[src/rtl/arpc_pkg.sv]
// ----------------------------------------------------------------------------
// arpc_pkg
// Shared constants, codes and types of the ARP cache and responder.
// ----------------------------------------------------------------------------
package arpc_pkg;

  // cache geometry
  localparam int CACHE_ENTRIES = 16;
  localparam int IDX_W         = $clog2(CACHE_ENTRIES);

  // configuration port
  localparam int CFG_IDX_W  = 1;
  localparam int CFG_DATA_W = 48;
  localparam logic [CFG_IDX_W-1:0] CFG_OUR_IP  = 1'd0;
  localparam logic [CFG_IDX_W-1:0] CFG_OUR_MAC = 1'd1;

  // item kinds
  localparam logic [1:0] OP_PACKET = 2'd0;
  localparam logic [1:0] OP_INSERT = 2'd1;
  localparam logic [1:0] OP_LOOKUP = 2'd2;
  localparam logic [1:0] OP_NONE   = 2'd3;

  // status codes
  localparam logic [2:0] ST_DONE      = 3'd0;
  localparam logic [2:0] ST_TOO_SHORT = 3'd1;
  localparam logic [2:0] ST_BAD_HW    = 3'd2;
  localparam logic [2:0] ST_BAD_PROTO = 3'd3;
  localparam logic [2:0] ST_BAD_LEN   = 3'd4;

  // packet field values
  localparam logic [15:0] MIN_PKT_LEN    = 16'd28;
  localparam logic [15:0] HW_ETHER       = 16'd1;
  localparam logic [15:0] PROTO_IPV4     = 16'h0800;
  localparam logic [7:0]  HW_ADDR_LEN    = 8'd6;
  localparam logic [7:0]  PROTO_ADDR_LEN = 8'd4;
  localparam logic [15:0] OPER_REQUEST   = 16'd1;

  typedef struct packed {
    logic [1:0]  op;
    logic [15:0] pkt_len;
    logic [15:0] hw_type;
    logic [15:0] proto_type;
    logic [7:0]  hw_len;
    logic [7:0]  proto_len;
    logic [15:0] operation;
    logic [47:0] hardware_addr;
    logic [31:0] protocol_addr;
    logic [31:0] target_addr;
  } arpc_item_t;

  typedef struct packed {
    logic [2:0]  status;
    logic        lookup_hit;
    logic [47:0] lookup_mac;
    logic        reply_valid;
    logic [47:0] reply_dest_mac;
    logic [31:0] reply_dest_ip;
  } arpc_result_t;

  // controller to datapath
  typedef struct packed {
    logic load;
    logic check;
    logic scan;
    logic write;
  } arpc_cmd_t;

  // datapath to controller
  typedef struct packed {
    logic [1:0] op;
    logic       pkt_ok;
    logic       hit;
    logic       scan_end;
  } arpc_sts_t;

endpackage

[src/rtl/arpc_if.sv]
// ----------------------------------------------------------------------------
// arpc channel interfaces
// Valid/ready channels for incoming requests and outgoing results.
// ----------------------------------------------------------------------------
interface arpc_req_if;
  logic        valid;
  logic        ready;
  logic [1:0]  op;
  logic [15:0] pkt_len;
  logic [15:0] hw_type;
  logic [15:0] proto_type;
  logic [7:0]  hw_len;
  logic [7:0]  proto_len;
  logic [15:0] operation;
  logic [47:0] hardware_addr;
  logic [31:0] protocol_addr;
  logic [31:0] target_addr;

  modport source (
    output valid, op, pkt_len, hw_type, proto_type, hw_len, proto_len,
           operation, hardware_addr, protocol_addr, target_addr,
    input  ready
  );
  modport sink (
    input  valid, op, pkt_len, hw_type, proto_type, hw_len, proto_len,
           operation, hardware_addr, protocol_addr, target_addr,
    output ready
  );
endinterface

interface arpc_rsp_if;
  logic        valid;
  logic        ready;
  logic [2:0]  status;
  logic        lookup_hit;
  logic [47:0] lookup_mac;
  logic        reply_valid;
  logic [47:0] reply_dest_mac;
  logic [31:0] reply_dest_ip;

  modport source (
    output valid, status, lookup_hit, lookup_mac, reply_valid, reply_dest_mac,
           reply_dest_ip,
    input  ready
  );
  modport sink (
    input  valid, status, lookup_hit, lookup_mac, reply_valid, reply_dest_mac,
           reply_dest_ip,
    output ready
  );
endinterface

[src/rtl/arpc_ctrl.sv]
// ----------------------------------------------------------------------------
// arpc_ctrl
// Sequencer: accept, check, scan the cache, write back, present result.
// ----------------------------------------------------------------------------
module arpc_ctrl (
  input  logic                clk,
  input  logic                rst,
  input  logic                req_valid,
  output logic                req_ready,
  output logic                rsp_valid,
  input  logic                rsp_ready,
  output arpc_pkg::arpc_cmd_t cmd,
  input  arpc_pkg::arpc_sts_t sts
);
  import arpc_pkg::*;

  typedef enum logic [2:0] {
    S_IDLE,
    S_CHECK,
    S_SCAN,
    S_WRITE,
    S_RESP
  } state_t;

  state_t state;

  // handshakes follow the state
  assign req_ready = (state == S_IDLE);
  assign rsp_valid = (state == S_RESP);

  // datapath commands
  always_comb begin
    cmd       = '0;
    cmd.load  = (state == S_IDLE) && req_valid;
    cmd.check = (state == S_CHECK);
    cmd.scan  = (state == S_SCAN);
    cmd.write = (state == S_WRITE);
  end

  // state register
  always_ff @(posedge clk) begin
    if (rst) begin
      state <= S_IDLE;
    end else begin
      unique case (state)
        S_IDLE: begin
          if (req_valid) state <= S_CHECK;
        end
        S_CHECK: begin
          if (sts.op == OP_NONE || (sts.op == OP_PACKET && !sts.pkt_ok)) begin
            state <= S_RESP;
          end else begin
            state <= S_SCAN;
          end
        end
        S_SCAN: begin
          if (sts.hit || sts.scan_end) begin
            state <= (sts.op == OP_LOOKUP) ? S_RESP : S_WRITE;
          end
        end
        S_WRITE: begin
          state <= S_RESP;
        end
        S_RESP: begin
          if (rsp_ready) state <= S_IDLE;
        end
        default: state <= S_IDLE;
      endcase
    end
  end

endmodule

[src/rtl/arpc_dp.sv]
// ----------------------------------------------------------------------------
// arpc_dp
// Request registers, packet checks, cache memory with scan and write-back,
// replacement pointer, configuration registers and result register.
// ----------------------------------------------------------------------------
module arpc_dp (
  input  logic                                clk,
  input  logic                                rst,
  input  logic                                cfg_we,
  input  logic [arpc_pkg::CFG_IDX_W-1:0]      cfg_index,
  input  logic [arpc_pkg::CFG_DATA_W-1:0]     cfg_data,
  input  arpc_pkg::arpc_item_t                item_in,
  input  arpc_pkg::arpc_cmd_t                 cmd,
  output arpc_pkg::arpc_sts_t                 sts,
  output arpc_pkg::arpc_result_t              result
);
  import arpc_pkg::*;

  // configuration
  logic [31:0] our_ip;
  logic [47:0] our_mac;

  // held request
  arpc_item_t item;

  // cache storage
  logic [31:0]        mem_ip  [CACHE_ENTRIES];
  logic [47:0]        mem_mac [CACHE_ENTRIES];
  logic [CACHE_ENTRIES-1:0] entry_valid;
  logic [IDX_W-1:0]   replace_slot;

  // scan pipeline
  logic [IDX_W:0]     scan_addr;
  logic               rd_vld;
  logic [IDX_W-1:0]   rd_idx;
  logic [31:0]        rd_ip;
  logic [47:0]        rd_mac;
  logic               found;
  logic [IDX_W-1:0]   match_idx;
  logic               hit_now;
  logic [IDX_W-1:0]   wr_addr;

  // result fields
  logic [2:0]  status;
  logic        lookup_hit;
  logic [47:0] lookup_mac;
  logic        reply_valid;
  logic [47:0] reply_dest_mac;
  logic [31:0] reply_dest_ip;

  logic [2:0]  chk_status;
  logic        reply_due;

  // configuration writes
  always_ff @(posedge clk) begin
    if (rst) begin
      our_ip  <= '0;
      our_mac <= '0;
    end else if (cfg_we) begin
      unique case (cfg_index)
        CFG_OUR_IP:  our_ip  <= cfg_data[31:0];
        CFG_OUR_MAC: our_mac <= cfg_data[47:0];
        default: ;
      endcase
    end
  end

  // packet checks, first failure wins
  always_comb begin
    priority if (item.pkt_len < MIN_PKT_LEN) begin
      chk_status = ST_TOO_SHORT;
    end else if (item.hw_type != HW_ETHER) begin
      chk_status = ST_BAD_HW;
    end else if (item.proto_type != PROTO_IPV4) begin
      chk_status = ST_BAD_PROTO;
    end else if (item.hw_len != HW_ADDR_LEN || item.proto_len != PROTO_ADDR_LEN) begin
      chk_status = ST_BAD_LEN;
    end else begin
      chk_status = ST_DONE;
    end
  end

  assign reply_due = (item.op == OP_PACKET) && (chk_status == ST_DONE) &&
                     (item.operation == OPER_REQUEST) && (item.target_addr == our_ip);

  // compare stage of the scan
  assign hit_now = rd_vld && entry_valid[rd_idx] && (rd_ip == item.protocol_addr);

  always_comb begin
    sts          = '0;
    sts.op       = item.op;
    sts.pkt_ok   = (chk_status == ST_DONE);
    sts.hit      = hit_now;
    sts.scan_end = rd_vld && (rd_idx == IDX_W'(CACHE_ENTRIES - 1));
  end

  // update an existing entry or take the round-robin slot
  assign wr_addr = found ? match_idx : replace_slot;

  // request capture
  always_ff @(posedge clk) begin
    if (cmd.load) item <= item_in;
  end

  // cache memory: one read per scan cycle, one write on write-back
  always_ff @(posedge clk) begin
    if (cmd.scan) begin
      rd_ip  <= mem_ip[scan_addr[IDX_W-1:0]];
      rd_mac <= mem_mac[scan_addr[IDX_W-1:0]];
      rd_idx <= scan_addr[IDX_W-1:0];
    end
    if (cmd.write) begin
      mem_ip[wr_addr]  <= item.protocol_addr;
      mem_mac[wr_addr] <= item.hardware_addr;
    end
  end

  // scan control, valid bits and replacement pointer
  always_ff @(posedge clk) begin
    if (rst) begin
      scan_addr    <= '0;
      rd_vld       <= 1'b0;
      found        <= 1'b0;
      entry_valid  <= '0;
      replace_slot <= '0;
    end else begin
      if (cmd.load) begin
        scan_addr <= '0;
        rd_vld    <= 1'b0;
        found     <= 1'b0;
      end else if (cmd.scan) begin
        rd_vld <= (scan_addr < (IDX_W+1)'(CACHE_ENTRIES));
        if (scan_addr < (IDX_W+1)'(CACHE_ENTRIES)) scan_addr <= scan_addr + 1'b1;
        if (hit_now) found <= 1'b1;
      end
      if (cmd.write) begin
        entry_valid[wr_addr] <= 1'b1;
        if (!found) begin
          if (replace_slot == IDX_W'(CACHE_ENTRIES - 1)) begin
            replace_slot <= '0;
          end else begin
            replace_slot <= replace_slot + 1'b1;
          end
        end
      end
    end
  end

  // matched slot
  always_ff @(posedge clk) begin
    if (cmd.scan && hit_now) match_idx <= rd_idx;
  end

  // result register
  always_ff @(posedge clk) begin
    if (cmd.load) begin
      status         <= ST_DONE;
      lookup_hit     <= 1'b0;
      lookup_mac     <= '0;
      reply_valid    <= 1'b0;
      reply_dest_mac <= '0;
      reply_dest_ip  <= '0;
    end else begin
      if (cmd.check) begin
        status         <= (item.op == OP_PACKET) ? chk_status : ST_DONE;
        reply_valid    <= reply_due;
        reply_dest_mac <= reply_due ? item.hardware_addr : '0;
        reply_dest_ip  <= reply_due ? item.protocol_addr : '0;
      end
      if (cmd.scan && hit_now && item.op == OP_LOOKUP) begin
        lookup_hit <= 1'b1;
        lookup_mac <= rd_mac;
      end
    end
  end

  always_comb begin
    result                = '0;
    result.status         = status;
    result.lookup_hit     = lookup_hit;
    result.lookup_mac     = lookup_mac;
    result.reply_valid    = reply_valid;
    result.reply_dest_mac = reply_dest_mac;
    result.reply_dest_ip  = reply_dest_ip;
  end

  // our_mac is held but not otherwise used in this block
  logic unused_mac;
  assign unused_mac = ^our_mac;

endmodule

[src/rtl/arp_cache_and_responder_unit.sv]
// ----------------------------------------------------------------------------
// arp_cache_and_responder_unit
// IPv4-to-MAC cache with round-robin replacement and ARP request detection.
//
// Channels: req carries one request (received packet, direct insert or
// lookup); rsp returns exactly one result per request. Both are valid/ready.
// cfg_we/cfg_index/cfg_data write our_ip (index 0) and our_mac (index 1);
// write only while no request is in flight.
// Timing: one request at a time. A request is accepted, then checked,
// then the cache memory is scanned at one entry per cycle, stopping
// at the first valid match or after the last entry; packets and inserts
// then get a write-back step, and the result then appears. A failed
// packet check or a request of kind OP_NONE goes straight to the result.
// The single cache read port sets the scan length.
// Reset: clears the valid bits, the replacement pointer and both registers;
// the cache contents are not cleared and no clearing pass is needed.
// Stall: the result is held on rsp until taken; req stays low meanwhile.
// ----------------------------------------------------------------------------
module arp_cache_and_responder_unit (
  input  logic                             clk,
  input  logic                             rst,
  arpc_req_if.sink                         req,
  arpc_rsp_if.source                       rsp,
  input  logic                             cfg_we,
  input  logic [arpc_pkg::CFG_IDX_W-1:0]   cfg_index,
  input  logic [arpc_pkg::CFG_DATA_W-1:0]  cfg_data
);
  import arpc_pkg::*;

  arpc_item_t   item_in;
  arpc_result_t result;
  arpc_cmd_t    cmd;
  arpc_sts_t    sts;

  // pack the request payload
  always_comb begin
    item_in               = '0;
    item_in.op            = req.op;
    item_in.pkt_len       = req.pkt_len;
    item_in.hw_type       = req.hw_type;
    item_in.proto_type    = req.proto_type;
    item_in.hw_len        = req.hw_len;
    item_in.proto_len     = req.proto_len;
    item_in.operation     = req.operation;
    item_in.hardware_addr = req.hardware_addr;
    item_in.protocol_addr = req.protocol_addr;
    item_in.target_addr   = req.target_addr;
  end

  // controller
  arpc_ctrl u_ctrl (
    .clk       (clk),
    .rst       (rst),
    .req_valid (req.valid),
    .req_ready (req.ready),
    .rsp_valid (rsp.valid),
    .rsp_ready (rsp.ready),
    .cmd       (cmd),
    .sts       (sts)
  );

  // datapath
  arpc_dp u_dp (
    .clk       (clk),
    .rst       (rst),
    .cfg_we    (cfg_we),
    .cfg_index (cfg_index),
    .cfg_data  (cfg_data),
    .item_in   (item_in),
    .cmd       (cmd),
    .sts       (sts),
    .result    (result)
  );

  // result payload
  assign rsp.status         = result.status;
  assign rsp.lookup_hit     = result.lookup_hit;
  assign rsp.lookup_mac     = result.lookup_mac;
  assign rsp.reply_valid    = result.reply_valid;
  assign rsp.reply_dest_mac = result.reply_dest_mac;
  assign rsp.reply_dest_ip  = result.reply_dest_ip;

endmodule
[src/flat_wrapper.sv]
// flat-port wrapper written by rule: the top's interface ports become plain ports
module arp_cache_and_responder_unit_flat import arpc_pkg::*;
  (clk, rst, cfg_we, cfg_index, cfg_data, req_valid, req_op, req_pkt_len, req_hw_type, req_proto_type, req_hw_len, req_proto_len, req_operation, req_hardware_addr, req_protocol_addr, req_target_addr, req_ready, rsp_valid, rsp_status, rsp_lookup_hit, rsp_lookup_mac, rsp_reply_valid, rsp_reply_dest_mac, rsp_reply_dest_ip, rsp_ready);
  arpc_req_if req_i ();
  arpc_rsp_if rsp_i ();
  input  logic clk;
  input  logic rst;
  input  logic cfg_we;
  input  logic [arpc_pkg::CFG_IDX_W-1:0] cfg_index;
  input  logic [arpc_pkg::CFG_DATA_W-1:0] cfg_data;
  input wire logic [$bits(req_i.valid)-1:0] req_valid;
  input wire logic [$bits(req_i.op)-1:0] req_op;
  input wire logic [$bits(req_i.pkt_len)-1:0] req_pkt_len;
  input wire logic [$bits(req_i.hw_type)-1:0] req_hw_type;
  input wire logic [$bits(req_i.proto_type)-1:0] req_proto_type;
  input wire logic [$bits(req_i.hw_len)-1:0] req_hw_len;
  input wire logic [$bits(req_i.proto_len)-1:0] req_proto_len;
  input wire logic [$bits(req_i.operation)-1:0] req_operation;
  input wire logic [$bits(req_i.hardware_addr)-1:0] req_hardware_addr;
  input wire logic [$bits(req_i.protocol_addr)-1:0] req_protocol_addr;
  input wire logic [$bits(req_i.target_addr)-1:0] req_target_addr;
  output wire logic [$bits(req_i.ready)-1:0] req_ready;
  output wire logic [$bits(rsp_i.valid)-1:0] rsp_valid;
  output wire logic [$bits(rsp_i.status)-1:0] rsp_status;
  output wire logic [$bits(rsp_i.lookup_hit)-1:0] rsp_lookup_hit;
  output wire logic [$bits(rsp_i.lookup_mac)-1:0] rsp_lookup_mac;
  output wire logic [$bits(rsp_i.reply_valid)-1:0] rsp_reply_valid;
  output wire logic [$bits(rsp_i.reply_dest_mac)-1:0] rsp_reply_dest_mac;
  output wire logic [$bits(rsp_i.reply_dest_ip)-1:0] rsp_reply_dest_ip;
  input wire logic [$bits(rsp_i.ready)-1:0] rsp_ready;
  assign req_i.valid = req_valid;
  assign req_i.op = req_op;
  assign req_i.pkt_len = req_pkt_len;
  assign req_i.hw_type = req_hw_type;
  assign req_i.proto_type = req_proto_type;
  assign req_i.hw_len = req_hw_len;
  assign req_i.proto_len = req_proto_len;
  assign req_i.operation = req_operation;
  assign req_i.hardware_addr = req_hardware_addr;
  assign req_i.protocol_addr = req_protocol_addr;
  assign req_i.target_addr = req_target_addr;
  assign req_ready = req_i.ready;
  assign rsp_valid = rsp_i.valid;
  assign rsp_status = rsp_i.status;
  assign rsp_lookup_hit = rsp_i.lookup_hit;
  assign rsp_lookup_mac = rsp_i.lookup_mac;
  assign rsp_reply_valid = rsp_i.reply_valid;
  assign rsp_reply_dest_mac = rsp_i.reply_dest_mac;
  assign rsp_reply_dest_ip = rsp_i.reply_dest_ip;
  assign rsp_i.ready = rsp_ready;
  arp_cache_and_responder_unit u_core (.clk(clk), .rst(rst), .req(req_i), .rsp(rsp_i), .cfg_we(cfg_we), .cfg_index(cfg_index), .cfg_data(cfg_data));
endmodule
[config.mk]
export PLATFORM = sky130hd
export DESIGN_NAME = arp_cache_and_responder_unit_flat
export DESIGN_NICKNAME = d
export VERILOG_FILES = /design/src/rtl/arpc_pkg.sv /design/src/rtl/arpc_if.sv /design/src/rtl/arpc_ctrl.sv /design/src/rtl/arpc_dp.sv /design/src/rtl/arp_cache_and_responder_unit.sv /design/src/flat_wrapper.sv
export SDC_FILE = /design/constraint.sdc
export NUM_CORES = 2
export LEC_CHECK = 0
export ABC_CLOCK_PERIOD_IN_PS = 8800
export BUFFER_PORTS_ARGS = -buffer_cell sky130_fd_sc_hd__buf_4
export CAP_MARGIN = 20
export CORE_ASPECT_RATIO = 1.75
export CORE_MARGIN = 3
export CORE_UTILIZATION = 43
export CTS_CLUSTER_DIAMETER = 200
export DETAILED_ROUTE_END_ITERATION = 12
export SETUP_SLACK_MARGIN = 0.4
export SLEW_MARGIN = 30
export SYNTH_ARGS = -nofsm -noshare
export SYNTH_HDL_FRONTEND = slang
export SYNTH_SLANG_ARGS = --single-unit
[constraint.sdc]
create_clock -name clk -period 8.8 [get_ports clk]
set_clock_uncertainty 0.1 [all_clocks]
set_input_delay 1.76 -clock clk [delete_from_list [all_inputs] [get_ports clk]]
set_output_delay 1.76 -clock clk [all_outputs]
set_load 0.1 [all_outputs]
==> metrics.log <==
INFO  metric final_antenna_net_count = 0
INFO  metric chipHeight = between 500 and 600 um
INFO  metric hold_depth = 2
INFO  metric ir_drop_worst_case_vdd = about 260 uV
INFO  metric numClockSinks = roughly 1800
INFO  metric max_cap_viols = 0
INFO  metric layout-drive-gt1-share = 31.8%
INFO  metric place.gp.congestion = 0.770
INFO  metric globalRoute.totalOverflow = 0
INFO  metric worst_setup_hold_path_clk_slew = ~0.060 ns
INFO  metric total_leakage_power = 23.7 nW
INFO  metric core_region_area = about 0.15 mm2
INFO  metric worst-endpoint-required = roughly 9.3 ns
INFO  metric synthesis.area_per_instance = 22.0 um2
INFO  metric cts.path.max_buffers = 3
INFO  metric timing.slew.headroom = 34.2%
INFO  metric die_area = approximately 0.15 mm2
INFO  metric floorplan.io_pins = between 300 and 400
INFO  metric synth_area_leaders = sky130_fd_sc_hd__edfxtp_1, sky130_fd_sc_hd__mux4_2, sky130_fd_sc_hd__dfxtp_1
INFO  metric net_count_of_the_mapped_netlist = 3168
INFO  metric finalWirelength = 155000 um
INFO  metric synth_top_area_share = between 70 and 80%
INFO  metric starting_density_of_the_core = a little over two fifths
INFO  metric io_buffer_count = 364
INFO  metric netlist-cell-type-count = 55
INFO  metric finalPower = ~20 mW
INFO  metric status = finished, final reports clean
INFO  metric synth_cells = between 2000 and 3000
INFO  metric synthSimpleGateAreaFrac = 2.11%
INFO  metric grt_first_pass_wirelength = 225000 um
INFO  metric ys_seq_elements = 1755
INFO  metric htree_num_levels = 4
INFO  metric muxShareOfSynthArea = ~14%
INFO  metric die_width = between 200 and 300 um
INFO  metric synth.most_common_cell = sky130_fd_sc_hd__edfxtp_1
INFO  metric crit_top_cell = sky130_fd_sc_hd__nand4_1
INFO  metric count_of_cells_along_the_worst_register_to_register_path = 7
INFO  metric rsz0062_at_grt = no
INFO  metric yosys.area_share.adder = less than 1%
INFO  metric synth-compound-area-share = 2.43%
INFO  metric route.detailed.vias_per_inst = around 5.6
INFO  metric finalWorstPathRequiredPeriod = between 4 and 5 ns
INFO  metric post_synth_xor_area_fraction = 0.928%
INFO  metric synth_enable_flop_cells = ~1600
INFO  metric synth_largest_area_cell = sky130_fd_sc_hd__edfxtp_1
INFO  metric worst-path-buf-inv = 1
INFO  metric fin_worst_hold_slack = 0.355 ns
INFO  metric critical_path.startpoint_type = register
INFO  metric layout_worst_path_cycle_share = between 50% and 60%
INFO  metric synth-warning-count = 0
INFO  metric std_cell_rows = 187
INFO  metric worst_hold_path_type = register to register
INFO  metric cts_setup_buffers = 0
INFO  metric dominant_combinational_cell_family_by_area_after_synthesis = multiplexers
INFO  metric regToRegSetupSlack = ~4.3 ns
INFO  metric most_used_standard_cells_in_the_synthesized_netlist = sky130_fd_sc_hd__edfxtp_1, sky130_fd_sc_hd__mux4_2, sky130_fd_sc_hd__dfxtp_1
INFO  metric largest_net_degree_at_the_start_of_global_routing = between 150 and 200
INFO  metric postCtsHoldBufs = 0
INFO  metric avgRoutedWirePerCell = around 28 um
INFO  metric gr_usage_total = roughly a fifth
INFO  metric endpoint_of_the_worst_hold_path = u_core.u_dp.status[2]
INFO  metric cp_data_arrival_time = approximately 5 ns
INFO  metric tritoncts.num_buffers = between 150 and 200
INFO  metric ys.flop_type = sky130_fd_sc_hd__edfxtp_1
INFO  metric fin_nets = 3611
INFO  metric yosysSeqAreaShare = roughly four fifths
INFO  metric worst_path_max_delay_cell = sky130_fd_sc_hd__nand4_1
INFO  metric worstSetupPathType = register to register
INFO  metric worstHoldStart = u_core.u_dp.status[2]
INFO  metric vias_in_the_first_global_route = roughly 32000
INFO  metric drt_drc_violations_left = 0
INFO  metric finalSetupViolations = 0
INFO  metric area_growth_from_synthesis_to_final_layout = 16.8%
INFO  metric critPathMaxFanout = 36
INFO  metric clk-insertion-delay-late = ~0.79 ns
INFO  metric tritoncts_clock_tree = done
INFO  metric pwr_per_cell_area = between 200 and 300 mW/mm2
INFO  metric detailed_place_hpwl = 81500 um
INFO  metric syn-cell-area = approximately 0.064 mm2
INFO  metric timing.critical_path.cells = xnor2_1 -> nand4_1 -> nor4_1 -> nand4_1 -> buf_4 -> o21ai_0 -> a21oi_1
INFO  metric gates_resized_cts_repair = 0
INFO  metric drt_iter0_markers = 2513
INFO  metric worst_path_largest_cell_delay = a little over 0.9 ns
INFO  metric placement.cell_area = 0.0696 mm2
INFO  metric antenna_found_initial = 2
INFO  metric vias = 30642
INFO  metric drt_pass1_iterations = 5
INFO  metric reg2reg_from = u_core.u_dp.item[49]
INFO  metric critical_path.top_delay_family = simple AND/OR/NAND/NOR gates
INFO  metric fin_tns_setup = 0 ns
INFO  metric finish.instance_area = 0.0750 mm2
INFO  metric nFillCells = ~12000
INFO  metric timing.final.hold_violations = 0
INFO  metric worstSetupEndpointType = register
INFO  metric timing.final.max_slew_violations = 0
INFO  metric worstReg2RegEnd = u_core.u_dp.lookup_mac[26]
INFO  metric clock.fmax = 221 MHz
INFO  metric slew_at_the_pin_closest_to_its_max_slew_limit = between 0.9 and 1 ns
INFO  metric async_flop_share = 0%
INFO  metric buffer_cell_driving_the_clock_tree_root = sky130_fd_sc_hd__clkbuf_16
==> worst max-delay path by stage <==
stage / start / to / slack [ns] / cells past startpoint
after floorplan: u_core.u_ctrl.state[1] / u_core.u_dp.item[0] / 2.52 / 5
after global placement: u_core.u_dp.item[62] / u_core.u_dp.lookup_mac[29] / 4.20 / 7
after detailed placement: u_core.u_dp.item[62] / u_core.u_dp.lookup_mac[38] / 4.09 / 7
after CTS: u_core.u_dp.item[62] / u_core.u_dp.lookup_mac[43] / 4.08 / 7
after global routing: u_core.u_dp.item[49] / u_core.u_dp.lookup_mac[15] / 4.11 / 7
final: u_core.u_dp.item[49] / u_core.u_dp.lookup_mac[26] / 4.27 / 7
==> cell families (layout without fill, tap and decap cells) <==
logic type	Yosys count	count (layout)
AOI/OAI and AO/OA	241	241
xor gates and xnor gates	68	68
adders and majority gates	2	2
buffers and inverters	163	740
DFF	1755	1755
muxes	410	410
other	0	3
and+or+nand+nor	279	279
==> layer usage <==
| layer | GRT usage, % | share of wire, % | up-vias |
|---|---|---|---|
| met1 | 26.7 | 41 | 16351 |
| met2 | 34.5 | 51 | 1087 |
| met4 | 5.91 | 2.4 | 0 |
| met5 | 0 | 0 | - |
| met3 | 3.13 | 5.8 | 212 |
| li1 | - | - | 12992 |
==> through the flow <==
| step | setup slack, ns | util, % | cells |
|---|---|---|---|
| 3_3_place_gp | 4.20 | 46.8 | 5171 |
| 2_1_floorplan | 2.52 | - | 2918 |
| 6_report | 4.27 | 50.5 | 5482 |
| 4_1_cts | 4.08 | 50.5 | 5475 |
| 3_5_place_dp | 4.09 | 47.0 | 5181 |
| 5_1_grt | 4.11 | 50.5 | 5480 |
==> worst register-to-register path: stages (launching register included) <==
cell and delay, ns:
sky130_fd_sc_hd__edfxtp_1 0.69, sky130_fd_sc_hd__xnor2_1 0.66, sky130_fd_sc_hd__nand4_1 0.16, sky130_fd_sc_hd__nor4_1 0.80, sky130_fd_sc_hd__nand4_1 0.93, sky130_fd_sc_hd__buf_4 0.64
sky130_fd_sc_hd__o21ai_0 0.32, sky130_fd_sc_hd__a21oi_1 0.09
==> power by group <==
| part | internal [mW] | leakage, nW | switching, mW | total (mW) |
|---|---|---|---|---|
| clock | 3.91 | 2.55 | 3.05 | 6.96 |
| sequential | 9.96 | 15.7 | 0.552 | 10.5 |
| combinational | 0.824 | 5.42 | 1.16 | 1.98 |
| total | 14.7 | 23.7 | 4.77 | 19.5 |
==> state kept, by name (all words and copies together), names as in the netlist, 2 cells and up <==
name and count:
u_core.u_dp.reply_dest_mac 48, u_core.u_dp.replace_slot 4, u_core.u_dp.mem_mac 768, u_core.u_ctrl.state 3
u_core.u_dp.rd_ip 32, u_core.u_dp.match_idx 4, u_core.u_dp.mem_ip 512, u_core.u_dp.item 190
u_core.u_dp.status 3, u_core.u_dp.entry_valid 16, u_core.u_dp.our_ip 32, u_core.u_dp.lookup_mac 48
u_core.u_dp.rd_mac 48, u_core.u_dp.sts 2, u_core.u_dp.scan_addr 5, u_core.u_dp.reply_dest_ip 32
u_core.u_dp.rd_idx 4
==> final cells by class <==
type	instances	area, um2	area share, %
inverters	8	35.0	0.0467
multi-input cells	1000	12800	17.1
clock buffers	214	4310	5.75
diodes	3	7.51	0.0100
well taps	1984	2480	3.31
flip-flops and latches	1755	50800	67.7
repair buffers	438	3640	4.86
clock inverters	80	885	1.18
==> cells in the final DEF (no fill, tap or decap), types with 3 or more instances in the layout <==
master and instances:
sky130_fd_sc_hd__buf_16 13, sky130_fd_sc_hd__nand3_1 52, sky130_fd_sc_hd__nor2_4 17, sky130_fd_sc_hd__clkbuf_16 160
sky130_fd_sc_hd__clkinv_8 3, sky130_fd_sc_hd__nor4_1 19, sky130_fd_sc_hd__inv_6 8, sky130_fd_sc_hd__clkinv_1 15
sky130_fd_sc_hd__nor4b_1 6, sky130_fd_sc_hd__buf_12 7, sky130_fd_sc_hd__clkbuf_8 10, sky130_fd_sc_hd__a21oi_1 90
sky130_fd_sc_hd__xor2_1 18, sky130_fd_sc_hd__xnor2_1 50, sky130_fd_sc_hd__diode_2 3, sky130_fd_sc_hd__inv_1 6
sky130_fd_sc_hd__nor2_1 54, sky130_fd_sc_hd__nand2_1 81, sky130_fd_sc_hd__clkinvlp_4 3, sky130_fd_sc_hd__a31oi_1 3
sky130_fd_sc_hd__o21ai_0 50, sky130_fd_sc_hd__bufinv_16 15, sky130_fd_sc_hd__a22o_1 80, sky130_fd_sc_hd__clkinv_4 3
sky130_fd_sc_hd__nand4_1 19, sky130_fd_sc_hd__edfxtp_1 1560, sky130_fd_sc_hd__buf_4 417, sky130_fd_sc_hd__nor3_1 5
sky130_fd_sc_hd__inv_16 3, sky130_fd_sc_hd__mux4_2 404, sky130_fd_sc_hd__o21ai_1 3, sky130_fd_sc_hd__clkbuf_1 44
sky130_fd_sc_hd__dfxtp_1 191, sky130_fd_sc_hd__mux2i_1 6, sky130_fd_sc_hd__dfxtp_4 4, sky130_fd_sc_hd__clkinv_2 30
Power figures use the tool's default switching activity.
